===== src/hdl/dacc_pkg.sv =====
`timescale 1ns / 1ps
// ----------------------------------------------------------------------------
// Decimal accumulator machine: shared package
// Word, address and code types, machine constants and the word splitter.
// ----------------------------------------------------------------------------
package dacc_pkg;

    localparam int unsigned MemWords = 100;
    localparam int unsigned AddrW    = $clog2(MemWords);
    localparam int unsigned WordW    = 10;
    localparam int unsigned WordMax  = 999;
    localparam int unsigned InsnInp  = 901;
    localparam int unsigned InsnOut  = 902;

    typedef logic [AddrW-1:0] t_addr;
    typedef logic [WordW-1:0] t_word;
    typedef logic [1:0]       t_opc;
    typedef logic [2:0]       t_err;
    typedef logic [3:0]       t_sel;

    // Item opcodes
    localparam t_opc OPC_LOAD    = 2'd0;
    localparam t_opc OPC_RESTART = 2'd1;
    localparam t_opc OPC_EXEC    = 2'd2;

    // Error codes
    localparam t_err ERR_NONE     = 3'd0;
    localparam t_err ERR_OVERFLOW = 3'd1;
    localparam t_err ERR_FETCH    = 3'd2;
    localparam t_err ERR_BAD_INSN = 3'd3;
    localparam t_err ERR_BAD_LOAD = 3'd4;

    // Instruction classes (hundreds digit)
    localparam t_sel SEL_HLT = 4'd0;
    localparam t_sel SEL_ADD = 4'd1;
    localparam t_sel SEL_SUB = 4'd2;
    localparam t_sel SEL_STA = 4'd3;
    localparam t_sel SEL_NOP = 4'd4;
    localparam t_sel SEL_LDA = 4'd5;
    localparam t_sel SEL_BRA = 4'd6;
    localparam t_sel SEL_BRZ = 4'd7;
    localparam t_sel SEL_BRP = 4'd8;
    localparam t_sel SEL_IO  = 4'd9;

    typedef struct packed {
        t_sel  sel;
        t_addr loc;
    } t_insn;

    // Outcome of one executed instruction
    typedef struct packed {
        t_addr pc;
        t_word acc;
        logic  neg;
        logic  halt;
        logic  emit;
        t_err  err;
        logic  wr_en;
    } t_exec_res;

    // Split a word into hundreds digit and two-digit address
    function automatic t_insn split_word(t_word w);
        t_insn res;
        t_sel  s;
        t_word base;
        s    = '0;
        base = '0;
        for (int i = 1; i <= 10; i++) begin
            if (w >= t_word'(i * 100)) begin
                s    = t_sel'(i);
                base = t_word'(i * 100);
            end
        end
        res.sel = s;
        res.loc = t_addr'(w - base);
        return res;
    endfunction

endpackage


===== src/hdl/dacc_if.sv =====
`timescale 1ns / 1ps
// ----------------------------------------------------------------------------
// Decimal accumulator machine: channel interfaces
// Valid/ready channels for command items and result items.
// ----------------------------------------------------------------------------
interface dacc_in_if import dacc_pkg::*; ();
    logic  valid;
    logic  ready;
    t_opc  opcode;
    t_addr address;
    t_word load_data;
    t_word in_value;

    modport source (output valid, opcode, address, load_data, in_value, input ready);
    modport sink   (input valid, opcode, address, load_data, in_value, output ready);
endinterface

interface dacc_out_if import dacc_pkg::*; ();
    logic  valid;
    logic  ready;
    t_addr pc_out;
    t_word acc_out;
    logic  neg_out;
    logic  halted_out;
    logic  out_valid;
    t_word out_value;
    t_err  error_code;

    modport source (output valid, pc_out, acc_out, neg_out, halted_out, out_valid,
                    out_value, error_code, input ready);
    modport sink   (input valid, pc_out, acc_out, neg_out, halted_out, out_valid,
                    out_value, error_code, output ready);
endinterface


===== src/hdl/decimal_accumulator_cpu_step_top.sv =====
`timescale 1ns / 1ps
// ----------------------------------------------------------------------------
// Decimal accumulator machine: top level
// Load, restart and single-step execution over a 100-word decimal memory.
// ----------------------------------------------------------------------------
// Load, restart, unused opcode and a step refused while halted or at pc 100
// register their result on transfer; an executed step goes through fetch and
// execute. One load or restart per cycle while the result channel is free; no
// item is taken in a step, whose fetch and operand reads share the one read port.
// Reset clears pc, accumulator, flags and the per-word valid bits, so every
// memory word reads as zero until written; no clearing pass is needed.
module decimal_accumulator_cpu_step_top import dacc_pkg::*; (
    input  logic       i_clk,
    input  logic       i_rst_n,
    dacc_in_if.sink    i_in,
    dacc_out_if.source o_out
);

    localparam logic [1:0] S_IDLE  = 2'd0;
    localparam logic [1:0] S_FETCH = 2'd1;
    localparam logic [1:0] S_EXEC  = 2'd2;

    logic [1:0]          r_state, n_state;
    t_addr               r_pc, n_pc;
    t_word               r_acc, n_acc;
    logic                r_neg, n_neg;
    logic                r_halt, n_halt;
    logic                n_emit;
    t_err                n_err;
    logic                n_done;
    logic [MemWords-1:0] r_mem_vld;
    logic                r_rd_vld;
    t_word               r_in_value;
    t_word               r_word;
    t_insn               r_insn;

    logic                r_out_vld;
    t_addr               r_out_pc;
    t_word               r_out_acc;
    logic                r_out_neg;
    logic                r_out_halt;
    logic                r_out_emit;
    t_word               r_out_value;
    t_err                r_out_err;

    logic                w_out_free;
    logic                w_take;
    logic                w_load_ok;
    t_word               w_rdata;
    t_word               w_word;
    t_insn               w_fetch_insn;
    t_addr               w_raddr;
    logic                w_we;
    t_addr               w_waddr;
    t_word               w_wdata;
    t_exec_res           w_res;

    // Handshake
    assign w_out_free = !r_out_vld || o_out.ready;
    assign i_in.ready = (r_state == S_IDLE) && w_out_free;
    assign w_take     = i_in.valid && i_in.ready;
    assign w_load_ok  = (i_in.address < t_addr'(MemWords))
                     && (i_in.load_data <= t_word'(WordMax));

    // Memory read: words never written read as zero
    assign w_word       = r_rd_vld ? w_rdata : '0;
    assign w_fetch_insn = split_word(w_word);

    always_comb begin
        case (r_state)
            S_FETCH: w_raddr = w_fetch_insn.loc;
            S_EXEC:  w_raddr = r_insn.loc;
            default: w_raddr = r_pc;
        endcase
    end

    // Memory write: load on transfer, store on instruction completion
    assign w_we = (w_take && i_in.opcode == OPC_LOAD && w_load_ok)
               || (r_state == S_EXEC && w_out_free && w_res.wr_en);
    assign w_waddr = (r_state == S_EXEC) ? r_insn.loc : i_in.address;
    assign w_wdata = (r_state == S_EXEC) ? r_acc : i_in.load_data;

    dacc_ram #(
        .Width (WordW),
        .Depth (MemWords)
    ) u_ram (
        .i_clk   (i_clk),
        .i_we    (w_we),
        .i_waddr (w_waddr),
        .i_wdata (w_wdata),
        .i_raddr (w_raddr),
        .o_rdata (w_rdata)
    );

    dacc_exec u_exec (
        .i_insn     (r_insn),
        .i_word     (r_word),
        .i_operand  (w_word),
        .i_pc       (r_pc),
        .i_acc      (r_acc),
        .i_neg      (r_neg),
        .i_in_value (r_in_value),
        .o_res      (w_res)
    );

    // Sequencer and next machine state
    always_comb begin
        n_state = r_state;
        n_pc    = r_pc;
        n_acc   = r_acc;
        n_neg   = r_neg;
        n_halt  = r_halt;
        n_emit  = 1'b0;
        n_err   = ERR_NONE;
        n_done  = 1'b0;
        case (r_state)
            S_IDLE: begin
                if (w_take) begin
                    case (i_in.opcode)
                        OPC_LOAD: begin
                            n_done = 1'b1;
                            if (!w_load_ok) begin
                                n_err = ERR_BAD_LOAD;
                            end
                        end
                        OPC_RESTART: begin
                            n_done = 1'b1;
                            n_pc   = '0;
                            n_acc  = '0;
                            n_neg  = 1'b0;
                            n_halt = 1'b0;
                        end
                        OPC_EXEC: begin
                            if (r_halt) begin
                                n_done = 1'b1;
                            end else if (r_pc >= t_addr'(MemWords)) begin
                                n_done = 1'b1;
                                n_halt = 1'b1;
                                n_err  = ERR_FETCH;
                            end else begin
                                n_state = S_FETCH;
                            end
                        end
                        default: begin
                            n_done = 1'b1;
                        end
                    endcase
                end
            end
            S_FETCH: begin
                n_pc    = r_pc + t_addr'(1);
                n_state = S_EXEC;
            end
            S_EXEC: begin
                if (w_out_free) begin
                    n_done  = 1'b1;
                    n_pc    = w_res.pc;
                    n_acc   = w_res.acc;
                    n_neg   = w_res.neg;
                    n_halt  = r_halt | w_res.halt;
                    n_emit  = w_res.emit;
                    n_err   = w_res.err;
                    n_state = S_IDLE;
                end
            end
            default: begin
                n_state = S_IDLE;
            end
        endcase
    end

    // Control state
    always_ff @(posedge i_clk) begin
        if (!i_rst_n) begin
            r_state   <= S_IDLE;
            r_pc      <= '0;
            r_acc     <= '0;
            r_neg     <= 1'b0;
            r_halt    <= 1'b0;
            r_mem_vld <= '0;
            r_out_vld <= 1'b0;
        end else begin
            r_state <= n_state;
            r_pc    <= n_pc;
            r_acc   <= n_acc;
            r_neg   <= n_neg;
            r_halt  <= n_halt;
            if (w_we) begin
                r_mem_vld[w_waddr] <= 1'b1;
            end
            if (n_done) begin
                r_out_vld <= 1'b1;
            end else if (o_out.ready) begin
                r_out_vld <= 1'b0;
            end
        end
    end

    // Payload: read valid, latched item and decode, result register
    always_ff @(posedge i_clk) begin
        r_rd_vld <= (w_raddr < t_addr'(MemWords)) && r_mem_vld[w_raddr];
        if (w_take) begin
            r_in_value <= i_in.in_value;
        end
        if (r_state == S_FETCH) begin
            r_word <= w_word;
            r_insn <= w_fetch_insn;
        end
        if (n_done) begin
            r_out_pc    <= n_pc;
            r_out_acc   <= n_acc;
            r_out_neg   <= n_neg;
            r_out_halt  <= n_halt;
            r_out_emit  <= n_emit;
            r_out_value <= n_emit ? n_acc : '0;
            r_out_err   <= n_err;
        end
    end

    // Drive the result channel
    assign o_out.valid      = r_out_vld;
    assign o_out.pc_out     = r_out_pc;
    assign o_out.acc_out    = r_out_acc;
    assign o_out.neg_out    = r_out_neg;
    assign o_out.halted_out = r_out_halt;
    assign o_out.out_valid  = r_out_emit;
    assign o_out.out_value  = r_out_value;
    assign o_out.error_code = r_out_err;

endmodule


===== src/hdl/dacc_ram.sv =====
`timescale 1ns / 1ps
// ----------------------------------------------------------------------------
// Generic single-port-write RAM
// One write port, one read port, read data registered.
// ----------------------------------------------------------------------------
module dacc_ram #(
    parameter int unsigned Width = 10,
    parameter int unsigned Depth = 100,
    localparam int unsigned AddrW = $clog2(Depth)
) (
    input  logic             i_clk,
    input  logic             i_we,
    input  logic [AddrW-1:0] i_waddr,
    input  logic [Width-1:0] i_wdata,
    input  logic [AddrW-1:0] i_raddr,
    output logic [Width-1:0] o_rdata
);

    logic [Width-1:0] r_mem [Depth];
    logic [Width-1:0] r_rdata;

    // Write and registered read
    always_ff @(posedge i_clk) begin
        if (i_we) begin
            r_mem[i_waddr] <= i_wdata;
        end
        r_rdata <= r_mem[i_raddr];
    end

    assign o_rdata = r_rdata;

endmodule


===== src/hdl/dacc_exec.sv =====
`timescale 1ns / 1ps
// ----------------------------------------------------------------------------
// Decimal accumulator machine: execute unit
// Computes the new machine state for one decoded instruction and its operand.
// ----------------------------------------------------------------------------
module dacc_exec import dacc_pkg::*; (
    input  t_insn     i_insn,
    input  t_word     i_word,
    input  t_word     i_operand,
    input  t_addr     i_pc,
    input  t_word     i_acc,
    input  logic      i_neg,
    input  t_word     i_in_value,
    output t_exec_res o_res
);

    logic signed [11:0] w_acc_s;
    logic signed [11:0] w_sum;
    logic signed [11:0] w_diff;
    logic signed [11:0] w_diff_neg;
    logic signed [11:0] w_sum_max;
    t_word              w_diff_mag;

    // Signed add, and a subtract of the accumulator magnitude giving sign and magnitude
    assign w_acc_s    = i_neg ? -$signed({2'b00, i_acc}) : $signed({2'b00, i_acc});
    assign w_sum      = w_acc_s + $signed({2'b00, i_operand});
    assign w_diff     = $signed({2'b00, i_acc}) - $signed({2'b00, i_operand});
    assign w_diff_neg = -w_diff;
    assign w_diff_mag = w_diff[11] ? w_diff_neg[WordW-1:0] : w_diff[WordW-1:0];
    assign w_sum_max  = $signed({2'b00, t_word'(WordMax)});

    // Apply the instruction
    always_comb begin
        o_res       = '0;
        o_res.pc    = i_pc;
        o_res.acc   = i_acc;
        o_res.neg   = i_neg;
        o_res.err   = ERR_NONE;
        case (i_insn.sel)
            SEL_HLT: begin
                o_res.halt = 1'b1;
            end
            SEL_ADD: begin
                if (w_sum < 12'sd0 || w_sum > w_sum_max) begin
                    o_res.halt = 1'b1;
                    o_res.err  = ERR_OVERFLOW;
                end else begin
                    if (w_sum > 12'sd0) begin
                        o_res.neg = 1'b0;
                    end
                    o_res.acc = w_sum[WordW-1:0];
                end
            end
            SEL_SUB: begin
                o_res.neg = w_diff[11];
                o_res.acc = w_diff_mag;
            end
            SEL_STA: begin
                o_res.wr_en = 1'b1;
                o_res.neg   = 1'b0;
            end
            SEL_NOP: begin
                o_res.err = ERR_NONE;
            end
            SEL_LDA: begin
                o_res.acc = i_operand;
                o_res.neg = 1'b0;
            end
            SEL_BRA: begin
                o_res.pc = i_insn.loc;
            end
            SEL_BRZ: begin
                if (i_acc == '0) begin
                    o_res.pc = i_insn.loc;
                end
            end
            SEL_BRP: begin
                if (!i_neg) begin
                    o_res.pc = i_insn.loc;
                end
            end
            SEL_IO: begin
                if (i_word == t_word'(InsnInp)) begin
                    if (i_in_value > t_word'(WordMax)) begin
                        o_res.halt = 1'b1;
                        o_res.err  = ERR_OVERFLOW;
                    end else begin
                        o_res.acc = i_in_value;
                    end
                end else if (i_word == t_word'(InsnOut)) begin
                    o_res.emit = 1'b1;
                end else begin
                    o_res.halt = 1'b1;
                    o_res.err  = ERR_BAD_INSN;
                end
            end
            default: begin
                o_res.halt = 1'b1;
                o_res.err  = ERR_BAD_INSN;
            end
        endcase
    end

endmodule

===== src/flat_wrapper.sv =====
// flat-port wrapper written by rule: the top's interface ports become plain ports
module decimal_accumulator_cpu_step_top_flat import dacc_pkg::*;
  (i_clk, i_rst_n, i_in_valid, i_in_opcode, i_in_address, i_in_load_data, i_in_in_value, i_in_ready, o_out_valid, o_out_pc_out, o_out_acc_out, o_out_neg_out, o_out_halted_out, o_out_out_valid, o_out_out_value, o_out_error_code, o_out_ready);
  dacc_in_if i_in_i ();
  dacc_out_if o_out_i ();
  input  logic i_clk;
  input  logic i_rst_n;
  input wire logic [$bits(i_in_i.valid)-1:0] i_in_valid;
  input wire logic [$bits(i_in_i.opcode)-1:0] i_in_opcode;
  input wire logic [$bits(i_in_i.address)-1:0] i_in_address;
  input wire logic [$bits(i_in_i.load_data)-1:0] i_in_load_data;
  input wire logic [$bits(i_in_i.in_value)-1:0] i_in_in_value;
  output wire logic [$bits(i_in_i.ready)-1:0] i_in_ready;
  output wire logic [$bits(o_out_i.valid)-1:0] o_out_valid;
  output wire logic [$bits(o_out_i.pc_out)-1:0] o_out_pc_out;
  output wire logic [$bits(o_out_i.acc_out)-1:0] o_out_acc_out;
  output wire logic [$bits(o_out_i.neg_out)-1:0] o_out_neg_out;
  output wire logic [$bits(o_out_i.halted_out)-1:0] o_out_halted_out;
  output wire logic [$bits(o_out_i.out_valid)-1:0] o_out_out_valid;
  output wire logic [$bits(o_out_i.out_value)-1:0] o_out_out_value;
  output wire logic [$bits(o_out_i.error_code)-1:0] o_out_error_code;
  input wire logic [$bits(o_out_i.ready)-1:0] o_out_ready;
  assign i_in_i.valid = i_in_valid;
  assign i_in_i.opcode = i_in_opcode;
  assign i_in_i.address = i_in_address;
  assign i_in_i.load_data = i_in_load_data;
  assign i_in_i.in_value = i_in_in_value;
  assign i_in_ready = i_in_i.ready;
  assign o_out_valid = o_out_i.valid;
  assign o_out_pc_out = o_out_i.pc_out;
  assign o_out_acc_out = o_out_i.acc_out;
  assign o_out_neg_out = o_out_i.neg_out;
  assign o_out_halted_out = o_out_i.halted_out;
  assign o_out_out_valid = o_out_i.out_valid;
  assign o_out_out_value = o_out_i.out_value;
  assign o_out_error_code = o_out_i.error_code;
  assign o_out_i.ready = o_out_ready;
  decimal_accumulator_cpu_step_top u_core (.i_clk(i_clk), .i_rst_n(i_rst_n), .i_in(i_in_i), .o_out(o_out_i));
endmodule

===== config.mk =====
export PLATFORM = sky130hd
export DESIGN_NAME = decimal_accumulator_cpu_step_top_flat
export DESIGN_NICKNAME = d
export VERILOG_FILES = /design/src/hdl/dacc_pkg.sv /design/src/hdl/dacc_if.sv /design/src/hdl/decimal_accumulator_cpu_step_top.sv /design/src/hdl/dacc_ram.sv /design/src/hdl/dacc_exec.sv /design/src/flat_wrapper.sv
export SDC_FILE = /design/constraint.sdc
export NUM_CORES = 2
export LEC_CHECK = 0
export BUFFER_PORTS_ARGS = -buffer_cell sky130_fd_sc_hd__buf_4
export CORE_AREA = 4 4 418 420
export DETAILED_ROUTE_END_ITERATION = 12
export DIE_AREA = 0 0 422 424
export PLACE_DENSITY = 0.47
export SLEW_MARGIN = 40
export SYNTH_ARGS = -nofsm -noshare
export SYNTH_HDL_FRONTEND = slang
export SYNTH_SLANG_ARGS = --single-unit

===== constraint.sdc =====
create_clock -name i_clk -period 7.8 [get_ports i_clk]
set_input_delay 1.56 -clock i_clk [delete_from_list [all_inputs] [get_ports i_clk]]
set_output_delay 1.56 -clock i_clk [all_outputs]
set_load 0.05 [all_outputs]

# Word-level counts from Yosys, hierarchy flattened

Memory sizes are Yosys's and may differ from the RTL's. A register that Yosys moved wholly into a read port is not among the register bits.
Cells that the tools add are included.

Add/sub/neg operators: 6
$mul: 0
Div/mod/pow operators: 0
Magnitude comparators: 21
Eq/ne operators: 20
Shifts and indexed selects: 0
Muxes and demuxes: 93
Bitwise logic cells: 2
Reductions and logical operators: 23

Operators by type and width:

| kind                                                                                  | count |
|---|---|
| 7-bit two-way mux                                                                     | 16 |
| 100-bit OR                                                                            | 1 |
| 10-bit two-way mux                                                                    | 8 |
| 10-bit greater-or-equal comparator (second input constant)                            | 5 |
| 7-bit case mux with 3 select lines                                                    | 2 |
| 10-bit case mux with 4 select lines                                                   | 1 |
| 10-bit by 9-bit greater-or-equal comparator with 1-bit output (second input constant) | 3 |
| 1-bit two-way mux                                                                     | 30 |
| 2-bit two-way mux                                                                     | 13 |
| 3-bit two-way mux                                                                     | 7 |
| 10-bit == test (second input constant)                                                | 2 |
| 10-bit case mux with 2 select lines                                                   | 1 |
| 4-bit by 3-bit == test with 1-bit output (second input constant)                      | 4 |
| 7-bit by 8-bit less-than comparator with 1-bit output (second input constant)         | 2 |
| 7-bit less-than comparator (second input constant)                                    | 2 |
| 7-bit case mux with 2 select lines                                                    | 1 |
| 12-bit by 11-bit adder with 12-bit output                                             | 1 |
| 12-bit by 1-bit > comparator with 1-bit output (second input constant)                | 1 |
| 12-bit by 11-bit > comparator with 1-bit output (second input constant)               | 1 |
| 12-bit by 1-bit less-than comparator with 1-bit output (second input constant)        | 1 |
| 12-bit two-way mux                                                                    | 1 |
| 10-bit negator with 12-bit output                                                     | 1 |
| 2-bit case mux with 3 select lines                                                    | 2 |
| 3-bit case mux with 2 select lines                                                    | 2 |
| other kinds (35)                                                                      | 57 |

Bits in registers: 187
Bits in latches: 0
Memory bits (writable): 1,000
Bits in read-only memories: 0
Input bits: 33
Output and inout port bits: 35
Logic and storage cells: 186
Memories: 1

Memories:

| name               | words | width | rd ports | clocked after memory_dff | write ports | line           | RTL |
|---|---|---|---|---|---|---|---|
| u_core.u_ram.r_mem | 100   | 10    | 1        | 1                        | 1           | dacc_ram.sv:19 | `logic [Width-1:0] r_mem [Depth];` |

# Depth between registers and ports, before layout

Depth in word-level cells: 17
Depth in mapped cells: 24
Mapped depth without buffers: 21

# Cells and area by module

A second synthesis with hierarchy kept.

Cells, all modules: 2,865
Area, all modules: 49,658.9 sq um

Modules (own cells, without submodules):

| module                           | instances | cells each | area an instance (sq um) | sequential area each (sq um) |
|---|---|---|---|---|
| dacc_ram                         | 1         | 1,728      | 38,834.7                 | 30,229.0 |
| decimal_accumulator_cpu_step_top | 1         | 806        | 8,518.2                  | 4,324.1 |
| dacc_exec                        | 1         | 331        | 2,306.0                  | 0.0 |

# Worst setup path before layout

OpenSTA, ideal clock, no wires.

Path kind: reg-to-reg
Start: reg u_core.r_state[0]
End: mem u_core.u_ram.r_mem[0][9] (data pin)
Setup time: 0.980 ns
Arrival: 5.557 ns
Required time: 6.820 ns
Slack: 1.263 ns
Cell stages (with the launch flop): 9
Buffers on the path: 5
Clock period less this slack: 6.537 ns
Path through: dfxtp_1 -> inv_1 -> ha_1 -> clkbuf_1 -> clkbuf_1 -> clkbuf_1 -> clkbuf_1 -> buf_1 -> o21ai_0

Word-level cells in the longest chain between the ends: 2

Ends and longest elaborated chain:

| element                     | line                                    | RTL |
|---|---|---|
| start: declaration          | decimal_accumulator_cpu_step_top.sv:23  | `logic [1:0] r_state, n_state;` |
| start signal: assignment    | decimal_accumulator_cpu_step_top.sv:183 | `r_state <= n_state;` |
| 2-bit == test               | decimal_accumulator_cpu_step_top.sv:81  | `assign w_wdata = (r_state == S_EXEC) ? r_acc : i_in.load_data;` |
| 10-bit two-way mux          | decimal_accumulator_cpu_step_top.sv:81  |  |
| net u_core.u_ram.i_wdata[9] | dacc_ram.sv:14                          | `input logic [Width-1:0] i_wdata,` |
| end: declaration            | dacc_ram.sv:19                          |  |

The timed path passes the listed nets, and every way through them passes these cells.

==> impl_metrics.ini <==
[run_status]
status = finished, final reports clean

[global_route]
antenna_found_initial = 2
grt_max_degree = 132
grt_busiest_layer = met2
grt_pass1_wl_um = 196000
grt-ovfl-total = 0
grtUsageTotal = 0.149
grtUsageMet2 = 0.232
grt_pass1_vias = 27100
grtUsageMet3 = 0.0258
met1_usage = 0.217

[synth]
synth_flop_cell = edfxtp_1
synth_common_cells = edfxtp_1, nor2_1, mux4_2
netlist_instances = 2955
synth_edf_count = 1062
syn_area_per_cell_um2 = 16.7
yosysWarnings = 0
netlist.area_leader.share = 0.647
yosysMostFrequentCell = edfxtp_1
synth-seq-cells = 1195
synth_cell_type_count = 79
synth_area_um2 = 49300
synth_top_cell_by_area = edfxtp_1
synth_nets = 3026
yosysSeqAreaShare = 0.701
yosys-top-cells-area = edfxtp_1, mux4_2, dfxtp_1, nor2_1, a211oi_1
async_flop_share = 0

[routing]
vias_per_cell = 4.99
dr_total_vias = 27100
drc_errors = 0
firstDrtPassIters = 6
wl_per_cell_um = 24.9
drt_iter0_drc = 2572
wirelength_um = 135000
route.antenna.remaining_nets = 0

[clocking]
cts.sinks = 1195
post_cts_buffers = 0
cts_hold_buf = 0
cts_max_level = 4
clock_latency_ns = 0.76
clockBufferDepth = 3
cts_root_buf = clkbuf_16
cts_tree = built
cts_made_buffers = 135
clkTransAtPathRegs_ns = 0.06
cts_resized = 0

[sta]
fmax_mhz = 180
hold_violations = 0
period_needed_ns = 5.55
drv_slew = 0
maxSlewHeadroom = 0.432
max_slew.worst_pin.slew_ns = 0.852
finalSetupViolCount = 0
rsz0062_at_grt = no
post-route-period-util = 0.711
finalSetupTns_ns = 0
fin_skew_ns = 0.0315

[setup_path]
cp.arrival_ns = 6.14
crit_type = reg -> reg
cp_max_fo = 41
cp_data_required_time_ns = 8.40
worst-r2r-cell-count = 18
setup.worst_path.start_class = flop
end_kind = flop

[floorplanning]
die_w_um = 422
initial_core_util = 0.288
ios = 68
fp-row-count = 152
fp.coreArea_um2 = 171000
die_area_um2 = 179000
die_height_um = 424

[min_path]
hold_class = reg -> reg
worstHoldPathCells = 2

[finish]
final_area_um2 = 57500
area_growth_pct = 16.6
final_layout_size_suffix_gt1_frac = 0.234
nets = 3143

[power]
powerDensity_nw_per_um2 = 255
power_leakage_uw = 0.0179
p_total_uw = 14700
ir_drop_mv = 0.222

[placed_design]
place_congestion = 0.832
hpwl_um = 81600
dpl_cell_area_um2 = 53000
port_buffers = 67

[job]
maxCapViolCount = 0
## through the flow
step,setup slack (ns),util,hold slack [ns],std cells
after floorplan,1.26,-,0.435,2955
after global placement,2.36,0.308,0.445,5162
after detailed placement,2.33,0.310,0.453,5166
after CTS,2.31,0.336,0.467,5414
after global routing,1.81,0.336,0.481,5416
final,2.25,0.336,0.465,5419
## worst max-delay path, cell delays in order (launching register included)
cell	delay [ns]
dfxtp_1	0.62
nand2_1	0.36
inv_1	0.30
nand2_1	0.08
o41ai_1	0.41
o21ai_0	0.15
o21ai_0	0.13
nand2b_1	0.11
nand2_1	0.08
ha_1	0.16
inv_1	0.05
ha_1	0.29
nand2_1	0.09
a31o_4	0.59
buf_4	0.44
buf_4	0.47
a31oi_1	0.16
a211oi_1	0.73
a211oi_1	0.11
## logic make-up (layout without fill, tap and decap cells)
group | after synthesis | count (layout) | share of synthesized area
flip-flops | 1195 | 1195 | 0.701
AND/OR/NAND/NOR | 699 | 699 | 0.0638
AO/OA/AOI/OAI | 390 | 390 | 0.0547
multiplexers | 365 | 365 | 0.144
buffers and inverters | 227 | 455 | 0.0185
XOR/XNOR | 41 | 41 | 0.00784
adder cells (fa/ha/maj) | 38 | 38 | 0.00995
other | 0 | 3 | 0
## cells in the final DEF (no fill, tap or decap), types with 35 or more instances in the layout
cell type	count
clkbuf_16	139
nand2_1	132
ha_1	35
mux2i_1	68
o21ai_0	41
edfxtp_1	1062
a211oi_1	122
inv_1	57
a31oi_1	37
mux4_2	275
dfxtp_1	133
a21oi_1	64
nor2b_1	74
nor2_1	293
nor2_2	72
buf_4	127
clkbuf_1	40
## sequential cells by signal (all words and copies together), names as in the netlist, 3 cells and up
register and cells:
u_core.o_out.out_value 10, u_core.r_in_value 10, u_core.o_out.pc_out 7, u_core.r_mem_vld 100, u_core.r_insn 11, u_core.r_word 8, u_core.o_out.error_code 3, u_core.u_ram.r_mem 1000
u_core.r_acc 10, u_core.r_pc 7, u_core.o_out.acc_out 10, u_core.u_ram.o_rdata 10
## report_power, final
group | internal, uW | total (uW) | switching (uW)
logic | 488 | 1330 | 846
clock network | 3650 | 6280 | 2630
registers | 7020 | 7060 | 40.1
total | 11200 | 14700 | 3520
## final cells by class
type,instances,area (um^2)
timing repair buffer,147,1300
inverter,60,230
clock buffer,194,3830
tap,2233,2790
antenna,3,7.51
sequential,1195,34600
fill,16200,113000
clock inverter,54,577
multi-input combinational,1533,14200
## path summary, 6_finish.rpt
check	start	end	slack, ns
min reg2reg	u_core.r_mem_vld[38]$_SDFFE_PN0N_	u_core.r_mem_vld[38]$_SDFFE_PN0N_	0.47
min	u_core.r_mem_vld[38]$_SDFFE_PN0N_	u_core.r_mem_vld[38]$_SDFFE_PN0N_	0.47
max reg2reg	u_core.r_rd_vld$_DFF_P_	u_core.u_ram.o_rdata[7]$_DFF_P_	2.25
max	u_core.r_rd_vld$_DFF_P_	u_core.u_ram.o_rdata[7]$_DFF_P_	2.25
## per-layer routing
layer / routed length, um / part of all wire / vias up
li1: - / - / 11900
met1: 62900 / 0.47 / 14200
met2: 62300 / 0.46 / 800
met3: 7260 / 0.054 / 157
met4: 2630 / 0.019 / 0
met5: 0 / 0 / -
(Power assumes the default switching activity.)
